### src/design/hsed_pkg.sv
`default_nettype none
package hsed_pkg;

    // field widths
    localparam int HW    = 48;   // Hn, partial products and sums, Q.12 / Q.16
    localparam int CW    = 32;   // coefficient, Q15.16
    localparam int XW    = 16;   // x, Q3.12
    localparam int MA_W  = 32;   // multiplier operand a
    localparam int MB_W  = 25;   // multiplier operand b, one 24-bit slice plus sign
    localparam int MP_W  = MA_W + MB_W;
    localparam int SL_W  = 24;   // slice width of a 48-bit operand
    localparam int PW    = MA_W + HW;  // full width of a 32 x 48 product

    localparam int MAX_TERMS_DEF = 16;

    // configuration port
    localparam int APB_AW = 3;
    localparam int APB_DW = 32;
    localparam logic        REG_TERM_COUNT = 1'b0;
    localparam logic [4:0]  TERM_COUNT_RST = 5'd10;

    // action codes
    localparam logic ACT_LOAD = 1'b0;
    localparam logic ACT_EVAL = 1'b1;

    localparam logic signed [HW-1:0] ONE_Q12 = HW'(4096);
    localparam logic signed [HW-1:0] H_MAX   = {1'b0, {(HW-1){1'b1}}};
    localparam logic signed [HW-1:0] H_MIN   = {1'b1, {(HW-1){1'b0}}};

    typedef struct packed {
        logic                  action;
        logic [3:0]            coef_index;
        logic signed [CW-1:0]  coef_value;
        logic signed [XW-1:0]  x_point;
    } t_in_item;

    typedef struct packed {
        logic signed [HW-1:0]  value;
        logic signed [HW-1:0]  first_deriv;
        logic signed [HW-1:0]  second_deriv;
        logic signed [HW-1:0]  third_deriv;
        logic                  saturated;
    } t_out_item;

    typedef struct packed {
        logic                  start;
        logic signed [XW-1:0]  x_point;
        logic [4:0]            term_count;
    } t_seq_cmd;

    typedef struct packed {
        logic idle;
        logic res_valid;
    } t_seq_stat;

    typedef struct packed {
        logic                  clip;
        logic signed [HW-1:0]  val;
    } t_sat;

    // clip a wide signed value to 48 bits
    function automatic t_sat sat_h(input logic signed [PW-1:0] v);
        t_sat r;
        logic all_ones;
        logic all_zeros;
        all_ones  = &v[PW-1:HW-1];
        all_zeros = ~|v[PW-1:HW-1];
        r.clip = !(all_ones || all_zeros);
        if (r.clip) begin
            r.val = v[PW-1] ? H_MIN : H_MAX;
        end else begin
            r.val = v[HW-1:0];
        end
        return r;
    endfunction

endpackage
`default_nettype wire

### src/design/hsed_coef_ram.sv
`default_nettype none
module hsed_coef_ram
    import hsed_pkg::*;
#(
    parameter int DEPTH = MAX_TERMS_DEF,
    parameter int AW    = $clog2(MAX_TERMS_DEF)
) (
    input  wire logic          i_clk,
    input  wire logic          i_we,
    input  wire logic [AW-1:0] i_waddr,
    input  wire logic [CW-1:0] i_wdata,
    input  wire logic          i_re,
    input  wire logic [AW-1:0] i_raddr,
    output logic      [CW-1:0] o_rdata
);

    logic [CW-1:0] r_mem [DEPTH];
    logic [CW-1:0] r_rdata;

    always_ff @(posedge i_clk) begin
        if (i_we) begin
            r_mem[i_waddr] <= i_wdata;
        end
    end

    always_ff @(posedge i_clk) begin
        if (i_re) begin
            r_rdata <= r_mem[i_raddr];
        end
    end

    assign o_rdata = r_rdata;

endmodule
`default_nettype wire

### src/design/hsed_mul.sv
`default_nettype none
module hsed_mul
    import hsed_pkg::*;
(
    input  wire logic                    i_clk,
    input  wire logic signed [MA_W-1:0]  i_a,
    input  wire logic signed [MB_W-1:0]  i_b,
    output logic signed      [MP_W-1:0]  o_p
);

    logic signed [MP_W-1:0] r_p;

    always_ff @(posedge i_clk) begin
        r_p <= i_a * i_b;
    end

    assign o_p = r_p;

endmodule
`default_nettype wire

### src/design/hsed_seq.sv
`default_nettype none
module hsed_seq
    import hsed_pkg::*;
#(
    parameter int MAX_TERMS = MAX_TERMS_DEF,
    parameter int AW        = $clog2(MAX_TERMS_DEF)
) (
    input  wire logic            i_clk,
    input  wire logic            i_rst_n,
    input  wire t_seq_cmd        i_cmd,
    output t_seq_stat            o_stat,
    output t_out_item            o_res,
    input  wire logic            i_res_take,
    output logic                 o_re,
    output logic [AW-1:0]        o_raddr,
    input  wire logic [CW-1:0]   i_rdata
);

    localparam int NW = $clog2(MAX_TERMS + 1);
    localparam int KW = $clog2(8 * (MAX_TERMS - 1) * (MAX_TERMS - 2) * (MAX_TERMS - 3) + 1);

    typedef enum logic [7:0] {
        S_IDLE = 8'b0000_0001,
        S_TERM = 8'b0000_0010,
        S_HI   = 8'b0000_0100,
        S_LO   = 8'b0000_1000,
        S_SUM  = 8'b0001_0000,
        S_POST = 8'b0010_0000,
        S_NEXT = 8'b0100_0000,
        S_DONE = 8'b1000_0000
    } t_state;

    typedef enum logic [1:0] {
        OP_REC1,    // x * H(n-1)
        OP_REC2,    // 2(n-1) * H(n-2)
        OP_CH,      // c[n] * H(n-d)
        OP_KP       // derivative factor * rounded product
    } t_op;

    t_state r_state, n_state;
    t_op    r_op, n_op;
    logic [1:0] r_d, n_d;
    logic [NW-1:0] r_n, n_n, r_terms, n_terms;
    logic signed [XW-1:0] r_x, n_x;
    logic signed [HW-1:0] r_hn, n_hn, r_w1, n_w1, r_w2, n_w2, r_w3, n_w3;
    logic [KW-1:0] r_k1, n_k1, r_k2, n_k2, r_k3, n_k3;
    logic signed [52:0] r_t1, n_t1;
    logic signed [HW-1:0] r_p, n_p;
    logic signed [MP_W-1:0] r_hi, n_hi;
    logic signed [PW-1:0] r_full, n_full;
    logic signed [HW-1:0] r_acc0, n_acc0, r_acc1, n_acc1, r_acc2, n_acc2, r_acc3, n_acc3;
    logic r_flag, n_flag;

    logic signed [HW-1:0]   h_sel;
    logic signed [MA_W-1:0] a_sel;
    logic signed [MB_W-1:0] b_sel;
    logic signed [MP_W-1:0] mul_p;
    logic [KW-1:0]          k_sel;

    logic signed [PW-1:0]   rec_sum;
    logic signed [52:0]     t1;
    logic signed [53:0]     t2;
    logic signed [54:0]     rec_diff;
    logic signed [PW-1:0]   ch_sum;
    logic signed [PW-1:0]   ch_q;
    t_sat                   h_sat, ch_sat, kp_sat, acc_sat;
    logic signed [HW-1:0]   acc_cur, add_term;
    logic signed [HW:0]     acc_sum;

    // operand select
    always_comb begin
        case (r_d)
            2'd2:    k_sel = r_k2;
            2'd3:    k_sel = r_k3;
            default: k_sel = r_k1;
        endcase
        unique case (r_op)
            OP_REC1: begin
                h_sel = r_w1;
                a_sel = MA_W'(r_x);
            end
            OP_REC2: begin
                h_sel = r_w2;
                a_sel = MA_W'(r_k1 - KW'(2));
            end
            OP_CH: begin
                case (r_d)
                    2'd0:    h_sel = r_hn;
                    2'd1:    h_sel = r_w1;
                    2'd2:    h_sel = r_w2;
                    default: h_sel = r_w3;
                endcase
                a_sel = $signed(i_rdata);
            end
            default: begin
                h_sel = r_p;
                a_sel = MA_W'(k_sel);
            end
        endcase
        // upper slice first, then the unsigned lower slice
        if (r_state == S_HI) begin
            b_sel = {h_sel[HW-1], h_sel[HW-1:SL_W]};
        end else begin
            b_sel = {1'b0, h_sel[SL_W-1:0]};
        end
    end

    hsed_mul u_mul (
        .i_clk (i_clk),
        .i_a   (a_sel),
        .i_b   (b_sel),
        .o_p   (mul_p)
    );

    // post processing of the assembled product
    always_comb begin
        rec_sum  = r_full + PW'(1024);
        t1       = rec_sum[63:11];
        t2       = r_full[53:0];
        rec_diff = 55'(r_t1) - 55'(t2);
        h_sat    = sat_h(PW'(rec_diff));
        ch_sum   = r_full + PW'(2048);
        ch_q     = ch_sum >>> 12;
        ch_sat   = sat_h(ch_q);
        kp_sat   = sat_h(r_full);
        case (r_d)
            2'd0:    acc_cur = r_acc0;
            2'd1:    acc_cur = r_acc1;
            2'd2:    acc_cur = r_acc2;
            default: acc_cur = r_acc3;
        endcase
        add_term = (r_op == OP_CH) ? ch_sat.val : kp_sat.val;
        acc_sum  = (HW+1)'(acc_cur) + (HW+1)'(add_term);
        acc_sat  = sat_h(PW'(acc_sum));
    end

    // sequencer
    always_comb begin
        n_state = r_state;
        n_op    = r_op;
        n_d     = r_d;
        n_n     = r_n;
        n_terms = r_terms;
        n_x     = r_x;
        n_hn    = r_hn;
        n_w1    = r_w1;
        n_w2    = r_w2;
        n_w3    = r_w3;
        n_k1    = r_k1;
        n_k2    = r_k2;
        n_k3    = r_k3;
        n_t1    = r_t1;
        n_p     = r_p;
        n_hi    = r_hi;
        n_full  = r_full;
        n_acc0  = r_acc0;
        n_acc1  = r_acc1;
        n_acc2  = r_acc2;
        n_acc3  = r_acc3;
        n_flag  = r_flag;
        o_re    = 1'b0;
        o_raddr = r_n[AW-1:0];

        unique case (r_state)
            S_IDLE: begin
                if (i_cmd.start) begin
                    n_x = i_cmd.x_point;
                    if (32'(i_cmd.term_count) > MAX_TERMS) begin
                        n_terms = NW'(MAX_TERMS);
                    end else begin
                        n_terms = NW'(i_cmd.term_count);
                    end
                    n_n    = '0;
                    n_k1   = '0;
                    n_k2   = '0;
                    n_k3   = '0;
                    n_acc0 = '0;
                    n_acc1 = '0;
                    n_acc2 = '0;
                    n_acc3 = '0;
                    n_flag = 1'b0;
                    n_state = (i_cmd.term_count == '0) ? S_DONE : S_TERM;
                end
            end
            S_TERM: begin
                o_re = 1'b1;
                if (r_n == '0) begin
                    n_hn = ONE_Q12;
                end else if (r_n == NW'(1)) begin
                    n_hn = HW'(r_x) <<< 1;
                end
                n_d = 2'd0;
                n_op = (r_n >= NW'(2)) ? OP_REC1 : OP_CH;
                n_state = S_HI;
            end
            S_HI: begin
                n_state = S_LO;
            end
            S_LO: begin
                n_hi = mul_p;
                n_state = S_SUM;
            end
            S_SUM: begin
                n_full = (PW'(r_hi) <<< SL_W) + PW'(mul_p);
                n_state = S_POST;
            end
            S_POST: begin
                n_state = S_HI;
                unique case (r_op)
                    OP_REC1: begin
                        n_t1 = t1;
                        n_op = OP_REC2;
                    end
                    OP_REC2: begin
                        n_hn   = h_sat.val;
                        n_flag = r_flag | h_sat.clip;
                        n_op   = OP_CH;
                        n_d    = 2'd0;
                    end
                    OP_CH: begin
                        n_p    = ch_sat.val;
                        n_flag = r_flag | ch_sat.clip;
                        if (r_d == 2'd0) begin
                            n_acc0 = acc_sat.val;
                            n_flag = r_flag | ch_sat.clip | acc_sat.clip;
                            if (r_n != '0) begin
                                n_d = 2'd1;
                            end else begin
                                n_state = S_NEXT;
                            end
                        end else begin
                            n_op = OP_KP;
                        end
                    end
                    default: begin
                        n_flag = r_flag | kp_sat.clip | acc_sat.clip;
                        case (r_d)
                            2'd1:    n_acc1 = acc_sat.val;
                            2'd2:    n_acc2 = acc_sat.val;
                            default: n_acc3 = acc_sat.val;
                        endcase
                        if (r_d != 2'd3 && r_n > NW'(r_d)) begin
                            n_op = OP_CH;
                            n_d  = r_d + 2'd1;
                        end else begin
                            n_state = S_NEXT;
                        end
                    end
                endcase
            end
            S_NEXT: begin
                n_w3 = r_w2;
                n_w2 = r_w1;
                n_w1 = r_hn;
                // 4n(n-1) grows by 8n, 8n(n-1)(n-2) by six times 4n(n-1)
                n_k3 = r_k3 + (r_k2 << 2) + (r_k2 << 1);
                n_k2 = r_k2 + (r_k1 << 2);
                n_k1 = r_k1 + KW'(2);
                n_n  = r_n + NW'(1);
                n_state = (r_n + NW'(1) == r_terms) ? S_DONE : S_TERM;
            end
            S_DONE: begin
                if (i_res_take) begin
                    n_state = S_IDLE;
                end
            end
            default: begin
                n_state = S_IDLE;
            end
        endcase
    end

    always_ff @(posedge i_clk) begin
        if (!i_rst_n) begin
            r_state <= S_IDLE;
        end else begin
            r_state <= n_state;
        end
    end

    always_ff @(posedge i_clk) begin
        r_op    <= n_op;
        r_d     <= n_d;
        r_n     <= n_n;
        r_terms <= n_terms;
        r_x     <= n_x;
        r_hn    <= n_hn;
        r_w1    <= n_w1;
        r_w2    <= n_w2;
        r_w3    <= n_w3;
        r_k1    <= n_k1;
        r_k2    <= n_k2;
        r_k3    <= n_k3;
        r_t1    <= n_t1;
        r_p     <= n_p;
        r_hi    <= n_hi;
        r_full  <= n_full;
        r_acc0  <= n_acc0;
        r_acc1  <= n_acc1;
        r_acc2  <= n_acc2;
        r_acc3  <= n_acc3;
        r_flag  <= n_flag;
    end

    assign o_stat.idle      = (r_state == S_IDLE);
    assign o_stat.res_valid = (r_state == S_DONE);

    assign o_res.value        = r_acc0;
    assign o_res.first_deriv  = r_acc1;
    assign o_res.second_deriv = r_acc2;
    assign o_res.third_deriv  = r_acc3;
    assign o_res.saturated    = r_flag;

endmodule
`default_nettype wire

### src/design/hermite_series_eval_derivs_top.sv
// schedule: an evaluate forms each 32x48 product on the one 32x25 multiplier, stepping through
//   S_HI, S_LO, S_SUM and S_POST, upper slice first and then the lower slice
// throughput: one evaluate at a time, o_in_ready low while it runs; a load leaves o_in_ready high
// and loads may follow back to back
// reset: synchronous active-low i_rst_n clears control, term_count returns to 10;
//   the coefficient table is not cleared and must be loaded before use
`default_nettype none
module hermite_series_eval_derivs_top
    import hsed_pkg::*;
#(
    parameter int MAX_TERMS = MAX_TERMS_DEF
) (
    input  wire logic              i_clk,
    input  wire logic              i_rst_n,
    // item input
    input  wire logic              i_in_valid,
    output logic                   o_in_ready,
    input  wire t_in_item          i_in_item,
    // result output
    output logic                   o_out_valid,
    input  wire logic              i_out_ready,
    output t_out_item              o_out_item,
    // configuration port
    input  wire logic              psel,
    input  wire logic              penable,
    input  wire logic              pwrite,
    input  wire logic [APB_AW-1:0] paddr,
    input  wire logic [APB_DW-1:0] pwdata,
    output logic      [APB_DW-1:0] prdata,
    output logic                   pready
);

    localparam int AW = $clog2(MAX_TERMS);

    logic [4:0]  r_term_count;
    logic        r_out_valid;
    t_out_item   r_out_item;

    logic        in_xact;
    logic        cfg_wr;
    logic        reg_idx;
    logic        ram_we;
    logic        ram_re;
    logic [AW-1:0] ram_raddr;
    logic [CW-1:0] ram_rdata;
    t_seq_cmd    seq_cmd;
    t_seq_stat   seq_stat;
    t_out_item   seq_res;
    logic        res_take;

    // --- configuration register ---
    assign pready  = 1'b1;
    assign reg_idx = paddr[2];
    assign cfg_wr  = psel && penable && pwrite && pready;

    always_ff @(posedge i_clk) begin
        if (!i_rst_n) begin
            r_term_count <= TERM_COUNT_RST;
        end else if (cfg_wr && reg_idx == REG_TERM_COUNT) begin
            r_term_count <= pwdata[4:0];
        end
    end

    // register map holds one entry; everything else reads zero
    assign prdata = (reg_idx == REG_TERM_COUNT) ? APB_DW'(r_term_count) : '0;

    // --- input side ---
    // items are only taken while the sequencer is idle
    assign o_in_ready = seq_stat.idle;
    assign in_xact    = i_in_valid && o_in_ready;

    // load: write one table entry, drop indexes past the table
    assign ram_we = in_xact && (i_in_item.action == ACT_LOAD)
                    && (32'(i_in_item.coef_index) < MAX_TERMS);

    hsed_coef_ram #(
        .DEPTH (MAX_TERMS),
        .AW    (AW)
    ) u_ram (
        .i_clk   (i_clk),
        .i_we    (ram_we),
        .i_waddr (AW'(i_in_item.coef_index)),
        .i_wdata (i_in_item.coef_value),
        .i_re    (ram_re),
        .i_raddr (ram_raddr),
        .o_rdata (ram_rdata)
    );

    // evaluate: hand x and the current term count to the sequencer
    assign seq_cmd.start      = in_xact && (i_in_item.action == ACT_EVAL);
    assign seq_cmd.x_point    = i_in_item.x_point;
    assign seq_cmd.term_count = r_term_count;

    hsed_seq #(
        .MAX_TERMS (MAX_TERMS),
        .AW        (AW)
    ) u_seq (
        .i_clk      (i_clk),
        .i_rst_n    (i_rst_n),
        .i_cmd      (seq_cmd),
        .o_stat     (seq_stat),
        .o_res      (seq_res),
        .i_res_take (res_take),
        .o_re       (ram_re),
        .o_raddr    (ram_raddr),
        .i_rdata    (ram_rdata)
    );

    // --- output register ---
    // the finished result moves here as soon as the slot is free, so the sequencer
    // can return to idle while the downstream side still stalls
    assign res_take = seq_stat.res_valid && (!r_out_valid || i_out_ready);

    always_ff @(posedge i_clk) begin
        if (!i_rst_n) begin
            r_out_valid <= 1'b0;
        end else if (res_take) begin
            r_out_valid <= 1'b1;
        end else if (i_out_ready) begin
            r_out_valid <= 1'b0;
        end
    end

    always_ff @(posedge i_clk) begin
        if (res_take) begin
            r_out_item <= seq_res;
        end
    end

    assign o_out_valid = r_out_valid;
    assign o_out_item  = r_out_item;

endmodule
`default_nettype wire

### config.mk
export PLATFORM = sky130hd
export DESIGN_NAME = hermite_series_eval_derivs_top
export DESIGN_NICKNAME = d
export VERILOG_FILES = /design/src/design/hsed_pkg.sv /design/src/design/hsed_coef_ram.sv /design/src/design/hsed_mul.sv /design/src/design/hsed_seq.sv /design/src/design/hermite_series_eval_derivs_top.sv
export SDC_FILE = /design/constraint.sdc
export NUM_CORES = 2
export LEC_CHECK = 0
export BUFFER_PORTS_ARGS = -buffer_cell sky130_fd_sc_hd__buf_2
export CORE_ASPECT_RATIO = 1.25
export CORE_MARGIN = 2
export CORE_UTILIZATION = 24
export CTS_CLUSTER_DIAMETER = 40
export DETAILED_ROUTE_END_ITERATION = 12
export PLACE_DENSITY_LB_ADDON = 0.1
export SYNTH_ARGS = -nofsm -noshare
export SYNTH_HDL_FRONTEND = slang
export SYNTH_SLANG_ARGS = --single-unit
### constraint.sdc
create_clock -name i_clk -period 13.45 [get_ports i_clk]
set_input_delay 0 -clock i_clk [delete_from_list [all_inputs] [get_ports i_clk]]
set_output_delay 0 -clock i_clk [all_outputs]
set_load 0.005 [all_outputs]
==> impl_metrics.tcl <==
set metrics [dict create \
    synthTopCellsByArea "edfxtp_1 44%, fa_1 17%, ha_1 4.6%, mux4_2 4.2%, inv_1 4.1%" \
    syn_inst 7931 \
    path_clk_slew_ns 0.06 \
    drv_cap 0 \
    drive_gt1_frac 0.142 \
    power_switching_uw 10200 \
    syn_avg_cell_area_um2 12.2 \
    syn2layout_area_growth_pct 19.1 \
    critical-path-max-stage-delay_ns 0.86 \
    seqPwrFrac 0.240 \
    grt_usage 0.176 \
    synth_top_flop_cell "edfxtp_1" \
    netSwitchingFraction 0.411 \
    multiInputGateArea_mm2 0.0470 \
    comb_power_share 0.488 \
    period_needed_ns 11.44 \
    routed_wl_um 362000 \
    setup_violations 0 \
    start_util 0.241 \
    min_to "u_ram.r_mem[2][21]" \
    die_h_um 713 \
    cp_slowest_cell "a222oi_1" \
    start_kind "flop" \
    clock_sinks 1497 \
    post-place-ws_ns 2.02 \
    synth_most_common_cell "edfxtp_1" \
    via_count 64600 \
    clock_latency_ns 0.93 \
    regArea_mm2 0.0442 \
    grt_pass1_vias 70000 \
    hold_viol 0 \
    ys_ff_latch 1497 \
    regToRegEndpoint "u_seq.u_mul.o_p[53]" \
    io_pins 323 \
    synth_common_cells "1426 x edfxtp_1, 1055 x inv_1, 833 x fa_1, 765 x nand2_1, 534 x nor2_1" \
    setup_ws_ns 2.01 \
    hold_depth 2 \
    htreeDepth 5 \
    power.density_mw_per_mm2 215 \
    cts_setup_buffers 0 \
    rows 260 \
    coreArea_mm2 0.401 \
    yosysSeqAreaShare 0.459 \
    irDropWorstVdd_v 0.000336 \
    slew_headroom 0.193 \
    cts_root_buf "clkbuf_16" \
    synth_top_area_cell "edfxtp_1" \
    synth_edf_count 1426 \
    crit_type "flop to flop" \
    critPathRequiredTime_ns 14.15 \
    final_util 0.287 \
    grt-ovfl-total 0 \
    synth_area_mm2 0.0965 \
    status "finished clean" \
    die-area_mm2 0.407 \
    rsz0062_at_grt "false" \
    first_pass_iters 8 \
    gp_congestion 0.904 \
    p_clk_frac 0.272 \
    hp-start "i_in_item[37]" \
    cts_tree "done" \
    critPathMostFrequentCell "inv_1" \
    dieWidth_um 571 \
    max_freq_ghz 0.0874 \
    cts_buffers 265 \
    synth.distinct_cells 85 \
    fin_skew_ns 0.121 \
    ant_nets 0 \
    fin_total_pwr_uw 24700 \
    tightestPinTransition_ns 1.20 \
    finalMaxSlewViolations 0 \
    antenna_found_initial 25 \
    r2r_cells 33 \
    end_kind "flop" \
    drtIter0Drc 4639 \
    drc_errors 0 \
    dpl_cell_area_mm2 0.105 \
    hp-class "input port to flop" \
    p_int_uw 14500 \
    async_flop_share 0 \
    place.port_buffers 265 \
    worstPathArrival_ns 12.14 \
    grt_max_degree 96 \
    routed_via_density 4.62 \
    stdcell_area_mm2 0.115 \
    grt_first_pass_wirelength_um 518000 \
    fin_tns_setup_ns 0 \
    leakagePower_uw 0.0446 \
    finalCritPeriodShare 0.851 \
    fin_nets 9653 \
    fillerInstances 41300 \
    clock_path_buffers 4 \
    worstPathMaxFanout 50 \
    place_hpwl_um 271000 \
    synth_top_area_frac 0.444 \
    reg2reg_setup_slack_ns 2.01 \
    wl_per_cell_um 25.9 \
    ys_warn_count 0 \
    rr_startpoint "u_seq.r_d[1]" \
]
-- cells in the final DEF (no fill, tap or decap), types with 114 or more instances in the layout --
cell           netlist  routed
ha_1               355     346
clkbuf_16            0     270
a21oi_1            324     323
edfxtp_1          1426    1426
o21ai_0            196     193
nand2_1            765     761
inv_1             1055    1054
buf_4               33     182
nor2_1             534     519
buf_2               12     265
mux4_2             179     179
xnor2_1            240     240
a21o_1             128     128
fa_1               833     833
a222oi_1           122     122
xor2_1             118     118
dlygate4sd3_1        0     114
-- per-layer routing --
layer	part of all wire	wire [um]	global-route usage
met5	0.00015	54	0
met4	0.046	16800	0.0747
met3	0.038	13900	0.0207
met2	0.52	187000	0.319
met1	0.40	144000	0.207
-- through the flow --
step / instances / hold WS, ns
5_1_grt: 14000 / 0.0198
4_1_cts: 14000 / 0.00199
6_report: 14000 / 0.0792
2_1_floorplan: 7957 / 0.0302
3_3_place_gp: 13400 / 0.182
3_5_place_dp: 13400 / 0.185
-- final cells by class --
cell class                      instances  share of cell area
Tap cell                             5371              0.0585
Multi-Input combinational cell       4983               0.409
Clock buffer                          298              0.0600
Clock inverter                        187              0.0175
Antenna cell                           28            0.000610
Inverter                             1056              0.0345
Timing Repair Buffer                  567              0.0343
Sequential cell                      1497               0.385
-- power groups by stage --
stage | registers [uW] | logic [uW] | clock network [uW]
finish | 5920 | 12000 | 6730
global route | 5950 | 13700 | 7110
CTS | 5940 | 12300 | 6920
detailed placement | 6030 | 12200 | 0
global placement | 6030 | 12400 | 0
floorplan | 5840 | 8500 | 0
-- logic make-up (layout without fill, tap and decap cells) --
group                    Yosys count  count (layout)  share of synthesized area
buffers and inverters           1477            2108                     0.0593
AND/OR/NAND/NOR                 1939            1939                     0.0912
XOR/XNOR                         358             358                     0.0325
multiplexers                     243             243                     0.0485
adder cells (fa/ha/maj)         1188            1188                      0.219
AO/OA/AOI/OAI                   1227            1227                     0.0910
flip-flops                      1497            1497                      0.459
other                              2              56                  0.0000778
-- sequential cells by signal, indices dropped and copies added (netlist names), 53 cells and up --
| register | count |
|---|---|
| u_ram.r_mem | 512 |
| o_out_item | 193 |
| u_seq.r_full | 80 |
| u_seq.u_mul.o_p | 57 |
| u_seq.r_hi | 56 |
| u_seq.r_t1 | 53 |
-- critical path: cells and delay by family, from the launching register on --
family | cells | cell delay, ns
adder cells (fa/ha/maj) | 9 | 4.42
AO/OA/AOI/OAI | 10 | 3.52
AND/OR/NAND/NOR | 4 | 1.25
buffers and inverters | 9 | 0.96
multiplexers | 1 | 0.57
flip-flops | 1 | 0.47
-- worst max-delay path by stage --
stage | startpoint | endpoint | slack, ns
after floorplan | u_seq.r_state[0] | o_out_item[0] | 3.12
after global placement | u_seq.r_d[1] | u_seq.u_mul.o_p[53] | 2.04
after detailed placement | u_seq.r_d[1] | u_seq.u_mul.o_p[53] | 2.02
after CTS | u_seq.r_d[1] | u_seq.u_mul.o_p[53] | 1.94
after global routing | u_seq.r_d[1] | u_seq.u_mul.o_p[53] | 1.54
final | u_seq.r_d[1] | u_seq.u_mul.o_p[53] | 2.01
-- what timing repair did --
action                                 4_1_cts  5_1_grt
hold buffers                               114        0
gates resized for setup                      0        0
endpoints found under the hold margin      724        0
Note: power is estimated with default switching activity, not from simulation.
